$ cat src/sv/hsv2rgb_pkg.sv
// shared types and constants for the hsv to rgb converter
package hsv2rgb_pkg;

   // one sector is 60 degrees at 1/64 degree per hue step
   localparam logic [14:0] SECTOR_UNITS = 15'd3840;
   localparam logic [14:0] TWO_SECTORS  = 15'd7680;

   // hue thresholds for the sector boundaries
   localparam logic [14:0] HUE_SECT_1 = 15'd3840;
   localparam logic [14:0] HUE_SECT_2 = 15'd7680;
   localparam logic [14:0] HUE_SECT_3 = 15'd11520;
   localparam logic [14:0] HUE_SECT_4 = 15'd15360;
   localparam logic [14:0] HUE_SECT_5 = 15'd19200;

   // hue thresholds for folding into one 120 degree span
   localparam logic [14:0] HUE_FOLD_1 = 15'd7680;
   localparam logic [14:0] HUE_FOLD_2 = 15'd15360;
   localparam logic [14:0] HUE_FOLD_3 = 15'd23040;
   localparam logic [14:0] HUE_FOLD_4 = 15'd30720;

   // floor(2^24 / 15), for the divide by 15 after the shift by 256
   localparam logic [20:0] RECIP_15   = 21'd1118481;
   localparam int          RECIP_BITS = 24;

   typedef enum logic [2:0] {
      SECT_RED_YEL = 3'd0,
      SECT_YEL_GRN = 3'd1,
      SECT_GRN_CYN = 3'd2,
      SECT_CYN_BLU = 3'd3,
      SECT_BLU_MAG = 3'd4,
      SECT_MAG_RED = 3'd5
   } sector_type;

   typedef struct packed {
      logic [14:0] hue;
      logic [7:0]  saturation;
      logic [7:0]  brightness;
   } req_type;

   typedef struct packed {
      logic [7:0] red;
      logic [7:0] green;
      logic [7:0] blue;
   } rsp_type;

   typedef struct packed {
      sector_type  sector;
      logic [11:0] weight;
      logic [15:0] chroma;
      logic [7:0]  brightness;
   } front_type;

   typedef struct packed {
      sector_type  sector;
      logic [15:0] chroma;
      logic [15:0] offset;
      logic [15:0] second;
   } mid_type;

endpackage

$ cat src/sv/hsv2rgb_front.sv
// first stage: sector, folded hue weight and chroma product
module hsv2rgb_front (
   input  logic                   clock,
   input  logic                   reset,
   input  logic                   in_valid,
   output logic                   in_ready,
   input  hsv2rgb_pkg::req_type   in_data,
   output logic                   out_valid,
   input  logic                   out_ready,
   output hsv2rgb_pkg::front_type out_data
);
   import hsv2rgb_pkg::*;

   logic       valid_ff;
   front_type  data_ff;
   front_type  data_in;
   sector_type sector;
   logic [14:0] folded;
   logic [14:0] hue;

   assign hue = in_data.hue;

   always_comb begin
      if (hue >= HUE_SECT_5) begin
         sector = SECT_MAG_RED;
      end else if (hue >= HUE_SECT_4) begin
         sector = SECT_BLU_MAG;
      end else if (hue >= HUE_SECT_3) begin
         sector = SECT_CYN_BLU;
      end else if (hue >= HUE_SECT_2) begin
         sector = SECT_GRN_CYN;
      end else if (hue >= HUE_SECT_1) begin
         sector = SECT_YEL_GRN;
      end else begin
         sector = SECT_RED_YEL;
      end
   end

   // hue mod 7680
   always_comb begin
      if (hue >= HUE_FOLD_4) begin
         folded = hue - HUE_FOLD_4;
      end else if (hue >= HUE_FOLD_3) begin
         folded = hue - HUE_FOLD_3;
      end else if (hue >= HUE_FOLD_2) begin
         folded = hue - HUE_FOLD_2;
      end else if (hue >= HUE_FOLD_1) begin
         folded = hue - HUE_FOLD_1;
      end else begin
         folded = hue;
      end
   end

   always_comb begin
      data_in.sector     = sector;
      data_in.chroma     = 16'(in_data.brightness) * 16'(in_data.saturation);
      data_in.brightness = in_data.brightness;
      if (folded >= SECTOR_UNITS) begin
         data_in.weight = 12'(TWO_SECTORS - folded);
      end else begin
         data_in.weight = 12'(folded);
      end
   end

   assign in_ready  = !valid_ff || out_ready;
   assign out_valid = valid_ff;
   assign out_data  = data_ff;

   always_ff @(posedge clock) begin
      if (reset) begin
         valid_ff <= 1'b0;
      end else if (in_ready) begin
         valid_ff <= in_valid;
      end
   end

   always_ff @(posedge clock) begin
      if (in_valid && in_ready) begin
         data_ff <= data_in;
      end
   end

endmodule

$ cat src/sv/hsv2rgb_second.sv
// stages two to four: secondary term via multiply and reciprocal divide
module hsv2rgb_second (
   input  logic                   clock,
   input  logic                   reset,
   input  logic                   in_valid,
   output logic                   in_ready,
   input  hsv2rgb_pkg::front_type in_data,
   output logic                   out_valid,
   input  logic                   out_ready,
   output hsv2rgb_pkg::mid_type   out_data
);
   import hsv2rgb_pkg::*;

   // stage a: chroma times weight, offset
   logic        va_ff;
   sector_type  sect_a_ff;
   logic [15:0] chroma_a_ff;
   logic [15:0] offset_a_ff;
   logic [27:0] prod_a_ff;
   // stage b: reciprocal product for the divide by 15
   logic        vb_ff;
   sector_type  sect_b_ff;
   logic [15:0] chroma_b_ff;
   logic [15:0] offset_b_ff;
   logic [19:0] shifted_b_ff;
   logic [15:0] quot_b_ff;
   // stage c: corrected quotient
   logic        vc_ff;
   mid_type     data_c_ff;

   logic        ready_a;
   logic        ready_b;
   logic        ready_c;
   logic [15:0] offset_in;
   logic [19:0] shifted_in;
   logic [40:0] recip_prod;
   logic [19:0] fifteen_q;
   logic [19:0] remain;
   mid_type     data_c_in;

   assign ready_c  = !vc_ff || out_ready;
   assign ready_b  = !vb_ff || ready_c;
   assign ready_a  = !va_ff || ready_b;
   assign in_ready = ready_a;

   assign offset_in  = ({in_data.brightness, 8'h00} - 16'(in_data.brightness)) - in_data.chroma;
   assign shifted_in = prod_a_ff[27:8];
   assign recip_prod = 41'(shifted_in) * 41'(RECIP_15);

   // estimate is exact or one low
   assign fifteen_q = {quot_b_ff, 4'h0} - 20'(quot_b_ff);
   assign remain    = shifted_b_ff - fifteen_q;

   always_comb begin
      data_c_in.sector = sect_b_ff;
      data_c_in.chroma = chroma_b_ff;
      data_c_in.offset = offset_b_ff;
      data_c_in.second = quot_b_ff + 16'(remain >= 20'd15);
   end

   always_ff @(posedge clock) begin
      if (reset) begin
         va_ff <= 1'b0;
         vb_ff <= 1'b0;
         vc_ff <= 1'b0;
      end else begin
         if (ready_a) begin
            va_ff <= in_valid;
         end
         if (ready_b) begin
            vb_ff <= va_ff;
         end
         if (ready_c) begin
            vc_ff <= vb_ff;
         end
      end
   end

   always_ff @(posedge clock) begin
      if (in_valid && ready_a) begin
         sect_a_ff   <= in_data.sector;
         chroma_a_ff <= in_data.chroma;
         offset_a_ff <= offset_in;
         prod_a_ff   <= 28'(in_data.chroma) * 28'(in_data.weight);
      end
      if (va_ff && ready_b) begin
         sect_b_ff    <= sect_a_ff;
         chroma_b_ff  <= chroma_a_ff;
         offset_b_ff  <= offset_a_ff;
         shifted_b_ff <= shifted_in;
         quot_b_ff    <= recip_prod[RECIP_BITS+15:RECIP_BITS];
      end
      if (vb_ff && ready_c) begin
         data_c_ff <= data_c_in;
      end
   end

   assign out_valid = vc_ff;
   assign out_data  = data_c_ff;

`ifndef SYNTHESIS
   a_remain_bound: assert property (@(posedge clock) disable iff (reset)
      vb_ff |-> remain < 20'd30)
      else $error("reciprocal estimate off by more than one");

   a_second_bound: assert property (@(posedge clock) disable iff (reset)
      vc_ff |-> data_c_ff.second <= data_c_ff.chroma)
      else $error("secondary term above chroma");

   a_stall_hold: assert property (@(posedge clock) disable iff (reset)
      vc_ff && !out_ready |=> vc_ff && $stable(data_c_ff))
      else $error("last stage changed while stalled");
`endif

endmodule

$ cat src/sv/hsv2rgb_mix.sv
// output stage: route chroma and secondary term, add offset, divide by 255
module hsv2rgb_mix (
   input  logic                 clock,
   input  logic                 reset,
   input  logic                 in_valid,
   output logic                 in_ready,
   input  hsv2rgb_pkg::mid_type in_data,
   output logic                 out_valid,
   input  logic                 out_ready,
   output hsv2rgb_pkg::rsp_type out_data
);
   import hsv2rgb_pkg::*;

   logic        valid_ff;
   rsp_type     data_ff;
   rsp_type     data_in;
   logic [15:0] comp_r;
   logic [15:0] comp_g;
   logic [15:0] comp_b;

   // floor(sum / 255) for sums up to 255 * 255
   function automatic logic [7:0] div255(input logic [15:0] comp, input logic [15:0] offset);
      logic [15:0] sum;
      logic [16:0] t;
      sum = comp + offset;
      t   = 17'(sum) + 17'd1 + 17'(sum[15:8]);
      return t[15:8];
   endfunction

   always_comb begin
      comp_r = 16'h0000;
      comp_g = 16'h0000;
      comp_b = 16'h0000;
      case (in_data.sector)
         SECT_RED_YEL: begin
            comp_r = in_data.chroma;
            comp_g = in_data.second;
         end
         SECT_YEL_GRN: begin
            comp_r = in_data.second;
            comp_g = in_data.chroma;
         end
         SECT_GRN_CYN: begin
            comp_g = in_data.chroma;
            comp_b = in_data.second;
         end
         SECT_CYN_BLU: begin
            comp_g = in_data.second;
            comp_b = in_data.chroma;
         end
         SECT_BLU_MAG: begin
            comp_r = in_data.second;
            comp_b = in_data.chroma;
         end
         default: begin
            comp_r = in_data.chroma;
            comp_b = in_data.second;
         end
      endcase
   end

   always_comb begin
      data_in.red   = div255(comp_r, in_data.offset);
      data_in.green = div255(comp_g, in_data.offset);
      data_in.blue  = div255(comp_b, in_data.offset);
   end

   assign in_ready  = !valid_ff || out_ready;
   assign out_valid = valid_ff;
   assign out_data  = data_ff;

   always_ff @(posedge clock) begin
      if (reset) begin
         valid_ff <= 1'b0;
      end else if (in_ready) begin
         valid_ff <= in_valid;
      end
   end

   always_ff @(posedge clock) begin
      if (in_valid && in_ready) begin
         data_ff <= data_in;
      end
   end

endmodule

$ cat src/sv/hsv_to_rgb_converter.sv
// top level: five register stages, from the front stage through the secondary-term stages to the mix stage
// throughput one item per clock while rsp_ready is high; each stage holds under back-pressure and a
// stage with no item takes a new one even while the output item waits
// the widest steps are the chroma-weight multiply and the reciprocal multiply
// reset: synchronous, active high, clears all stage valid bits; no other state
module hsv_to_rgb_converter (
   input  logic                 clock,
   input  logic                 reset,
   input  logic                 req_valid,
   output logic                 req_ready,
   input  hsv2rgb_pkg::req_type req_data,
   output logic                 rsp_valid,
   input  logic                 rsp_ready,
   output hsv2rgb_pkg::rsp_type rsp_data
);
   import hsv2rgb_pkg::*;

   // front to secondary-term stages
   logic      front_valid;
   logic      front_ready;
   front_type front_data;
   // secondary-term stages to output mix
   logic      mid_valid;
   logic      mid_ready;
   mid_type   mid_data;

   // stage 1: sector decode, hue fold, chroma = value * saturation
   hsv2rgb_front u_front (
      .clock     (clock),
      .reset     (reset),
      .in_valid  (req_valid),
      .in_ready  (req_ready),
      .in_data   (req_data),
      .out_valid (front_valid),
      .out_ready (front_ready),
      .out_data  (front_data)
   );

   // stages 2 to 4: chroma * weight, divide by 3840 as shift plus reciprocal
   hsv2rgb_second u_second (
      .clock     (clock),
      .reset     (reset),
      .in_valid  (front_valid),
      .in_ready  (front_ready),
      .in_data   (front_data),
      .out_valid (mid_valid),
      .out_ready (mid_ready),
      .out_data  (mid_data)
   );

   // stage 5: channel routing, offset add, divide by 255 into the output register
   hsv2rgb_mix u_mix (
      .clock     (clock),
      .reset     (reset),
      .in_valid  (mid_valid),
      .in_ready  (mid_ready),
      .in_data   (mid_data),
      .out_valid (rsp_valid),
      .out_ready (rsp_ready),
      .out_data  (rsp_data)
   );

`ifndef SYNTHESIS
   // input can only stall when the output holds an item that is not taken
   a_stall_source: assert property (@(posedge clock) disable iff (reset)
      !req_ready |-> rsp_valid && !rsp_ready)
      else $error("input stalled with output free");

   // nothing comes out of reset
   a_reset_empty: assert property (@(posedge clock)
      reset |=> !rsp_valid)
      else $error("output valid right after reset");

   // an idle pipeline accepts an item at once
   a_idle_accept: assert property (@(posedge clock) disable iff (reset)
      !rsp_valid |-> req_ready)
      else $error("input not ready with empty output");
`endif

endmodule

$ cat config.mk
export PLATFORM = sky130hd
export DESIGN_NAME = hsv_to_rgb_converter
export DESIGN_NICKNAME = d
export VERILOG_FILES = /design/src/sv/hsv2rgb_pkg.sv /design/src/sv/hsv2rgb_front.sv /design/src/sv/hsv2rgb_second.sv /design/src/sv/hsv2rgb_mix.sv /design/src/sv/hsv_to_rgb_converter.sv
export SDC_FILE = /design/constraint.sdc
export NUM_CORES = 1
export LEC_CHECK = 0
export BUFFER_PORTS_ARGS = -buffer_cell sky130_fd_sc_hd__clkbuf_2
export CAP_MARGIN = 15
export CORE_ASPECT_RATIO = 0.9
export CORE_MARGIN = 1
export CORE_UTILIZATION = 31
export CTS_BUF_LIST = sky130_fd_sc_hd__clkbuf_16
export DETAILED_ROUTE_END_ITERATION = 16
export PLACE_DENSITY_LB_ADDON = 0.12
export SYNTH_ARGS = -nofsm -noshare
export SYNTH_HDL_FRONTEND = slang
export SYNTH_SLANG_ARGS = --single-unit
$ cat constraint.sdc
create_clock -name clock -period 19.6 [get_ports clock]
set_clock_uncertainty 0.05 [all_clocks]
set_input_delay 5.88 -clock clock [delete_from_list [all_inputs] [get_ports clock]]
set_output_delay 5.88 -clock clock [all_outputs]
set_load 0.03 [all_outputs]
==> metrics.cfg <==
[status]
status = complete, no violations

[drt]
antenna_left = 0
vias_per_cell = 4.793
wl_per_cell_um = 16.75
wl_um = 62440
initialDrtViolationCount = 821
drcViolationCount = 0
first_pass_iters = 5
vias = 17870

[timing]
worst_pin_slew_ps = 907.0
rsz0062_at_grt = false
drv_slew = 0
finalHoldViolations = 0
finalSetupViolations = 0
tns_ps = 0
period_share_pct = 66.81
slew_headroom_pct = 38.74
min_period_ps = 13100
fmaxAchievable_mhz = 76.36

[yosys]
yosysTopAreaCell = edfxtp_1
ys_top_cells_by_count = inv_1 (434), ha_1 (349), nand2_1 (289)
avgSynthCellArea_um2 = 9.885
yosys_warnings = 0
yosysMostFrequentCell = inv_1
synth_cell_type_count = 75
syn_nets = 3206
synth-seq-cells = 245
synthFlopType = edfxtp_1
seq_area_frac_synth_pct = 28.45
synth_top_area_share_pct = 28.06
synthArstFlopShare_pct = 0
syn_inst = 2598
ys_top_cells_by_area = edfxtp_1 (28%), fa_1 (17%), ha_1 (17%)
syn-cell-area_um2 = 25680
synth_edf_count = 240

[setup_path]
critPathCaptureType = output port
crit_family = simple AND/OR/NAND/NOR gates
crit_slowest_cell = and3_1
r2r-start = u_second.out_data[48]$_DFFE_PP_
crit_path_start_kind = input port
ff2ff_path_depth = 25
path_max_fanout = 6
crit_type = in2out
timing.rr.end = u_mix.out_data[23]$_DFFE_PP_
path_buf_inv = 2
cpPeakStageDelay_ps = 470
crit_top_cell = clkbuf_2
critPathRequiredTime_ps = 13670
cp.arrival_ps = 7170
worstPathCellList = clkbuf_2, nor2b_1, and3_1, nand3_1, clkbuf_2
ff2ff_setup_slack_ps = 12870

[clock_network]
hold_buffers = 0
cts_buffers = 30
cts.sinks = 245
clockBufferDepth = 3
ctsRootBufferMaster = clkbuf_16
clock_latency_ps = 590
cts_resized = 0
post-cts-setup-buffer-count = 0
cts_tree = built
htreeDepth = 1
path_clk_slew_ps = 60

[worst_hold_path]
min_path_cells = 0
hp-class = reg2reg
min_to = u_second.sect_b_ff[0]$_DFFE_PP_
hp-start = u_second.sect_a_ff[0]$_DFFE_PP_

[grt]
grt_pass1_wl_um = 100000
antenna_found_initial = 0
overflow = 0
grt_pass1_vias = 18396
grt.total_usage_pct = 14.92
grt_max_degree = 67

[floorplanning]
start_util_pct = 31.51
die_area_um2 = 84000
top_level_ports = 61
die_height_um = 275.1
die-width_um = 305.4
rows = 99
core-area_um2 = 81510

[place]
dp.final_hpwl_um = 49570
gp_congestion = 0.8310
port_buffers = 60

[finish]
syn_to_final_growth_pct = 10.13
finalNetCount = 3251
drive_gt1_share_pct = 5.887

[job]
maxCapViolCount = 0

metrics by stage:
step                std cells  setup WS, ps  cell area [um2]  util (%)  hold WS [ps]
floorplan                2598          6943            25680         -         350.3
global placement         3670          6525            27230     33.41         352.2
detailed placement       3671          6507            27240     33.42         354.5
CTS                      3727          6501            28280     34.70         365.7
global route             3727          6391            28280     34.70         367.0
finish                   3728          6505            28280     34.70         363.8
cell families (layout without fill, tap and decap cells):
kind of cell    after synthesis  count (layout)  synth area share [%]
mux                          18              18                0.7357
buf+inv                     497             566                 7.274
compound gates              441             441                 11.47
fa+ha+maj                   573             573                 34.46
xor+xnor                    149             149                 5.111
simple gates                675             675                 12.50
other cells                   0               1                     0
flops                       245             245                 28.45
worst register-to-register path: cells and delay by family (launching register included):
family / cells / cell delay, ps
AO/OA/AOI/OAI: 11 / 2290
AND/OR/NAND/NOR: 6 / 1190
buffers and inverters: 3 / 1090
adder cells (fa/ha/maj): 3 / 980
XOR/XNOR: 2 / 500
flip-flops: 1 / 340
cells in the final DEF, fill, tap and decap left out, types with 15 or more instances in the layout:
cell	Yosys	layout
nand2b_1	15	15
nand3_1	28	28
a22o_1	39	39
a21oi_1	124	124
a21o_1	50	50
nor2_1	100	100
fa_1	224	224
clkbuf_16	0	30
nand2_1	289	289
a31oi_1	23	22
nor3_1	45	45
o21a_1	28	28
a211oi_1	16	16
buf_4	0	15
and2_1	102	102
edfxtp_1	240	240
clkbuf_2	0	60
ha_1	349	349
xor2_1	37	37
nor2b_1	25	23
xnor2_1	111	111
o21ai_0	69	69
inv_1	434	437
nand4_1	16	16
metal layers:
layer  vias to the layer above  share of wire (%)  GRT usage [%]
li1                       8872                  -              -
met1                      8641                 50          20.93
met2                       294                 45          24.29
met3                        63                4.0          2.172
met4                         0                1.8          3.240
met5                         -                  0              0
state kept, by name, summed over array words and instances (netlist names), 3 cells and up:
name,cells
u_second.chroma_b_ff,16
u_second.chroma_a_ff,16
u_second.out_data,51
u_second.offset_a_ff,16
u_front.out_data,39
u_second.quot_b_ff,16
u_second.prod_a_ff,20
u_second.offset_b_ff,16
u_second.sect_a_ff,3
u_mix.out_data,24
u_second.shifted_b_ff,20
u_second.sect_b_ff,3
cell type report:
cell class              count  area [um2]
fillers                  8322       53220
multi-input cells        1856       16550
flip-flops and latches    245        7307
inverters                 434        1629
well taps                1060        1326
clock buffers              30       750.7
repair buffers             76       424.2
clock inverters            26       290.3
diodes                      1       2.502
worst max path at each step:
stage / from / to / slack [ps] / cells past startpoint
2_1_floorplan: rsp_ready / req_ready / 6940 / 4
3_3_place_gp: rsp_ready / req_ready / 6520 / 5
3_5_place_dp: rsp_ready / req_ready / 6510 / 5
4_1_cts: rsp_ready / req_ready / 6500 / 5
5_1_grt: rsp_ready / req_ready / 6390 / 5
6_report: rsp_ready / req_ready / 6500 / 5
Power is not shown: default switching activity piles up to over one toggle a cycle in this logic, so the estimate is an artifact.
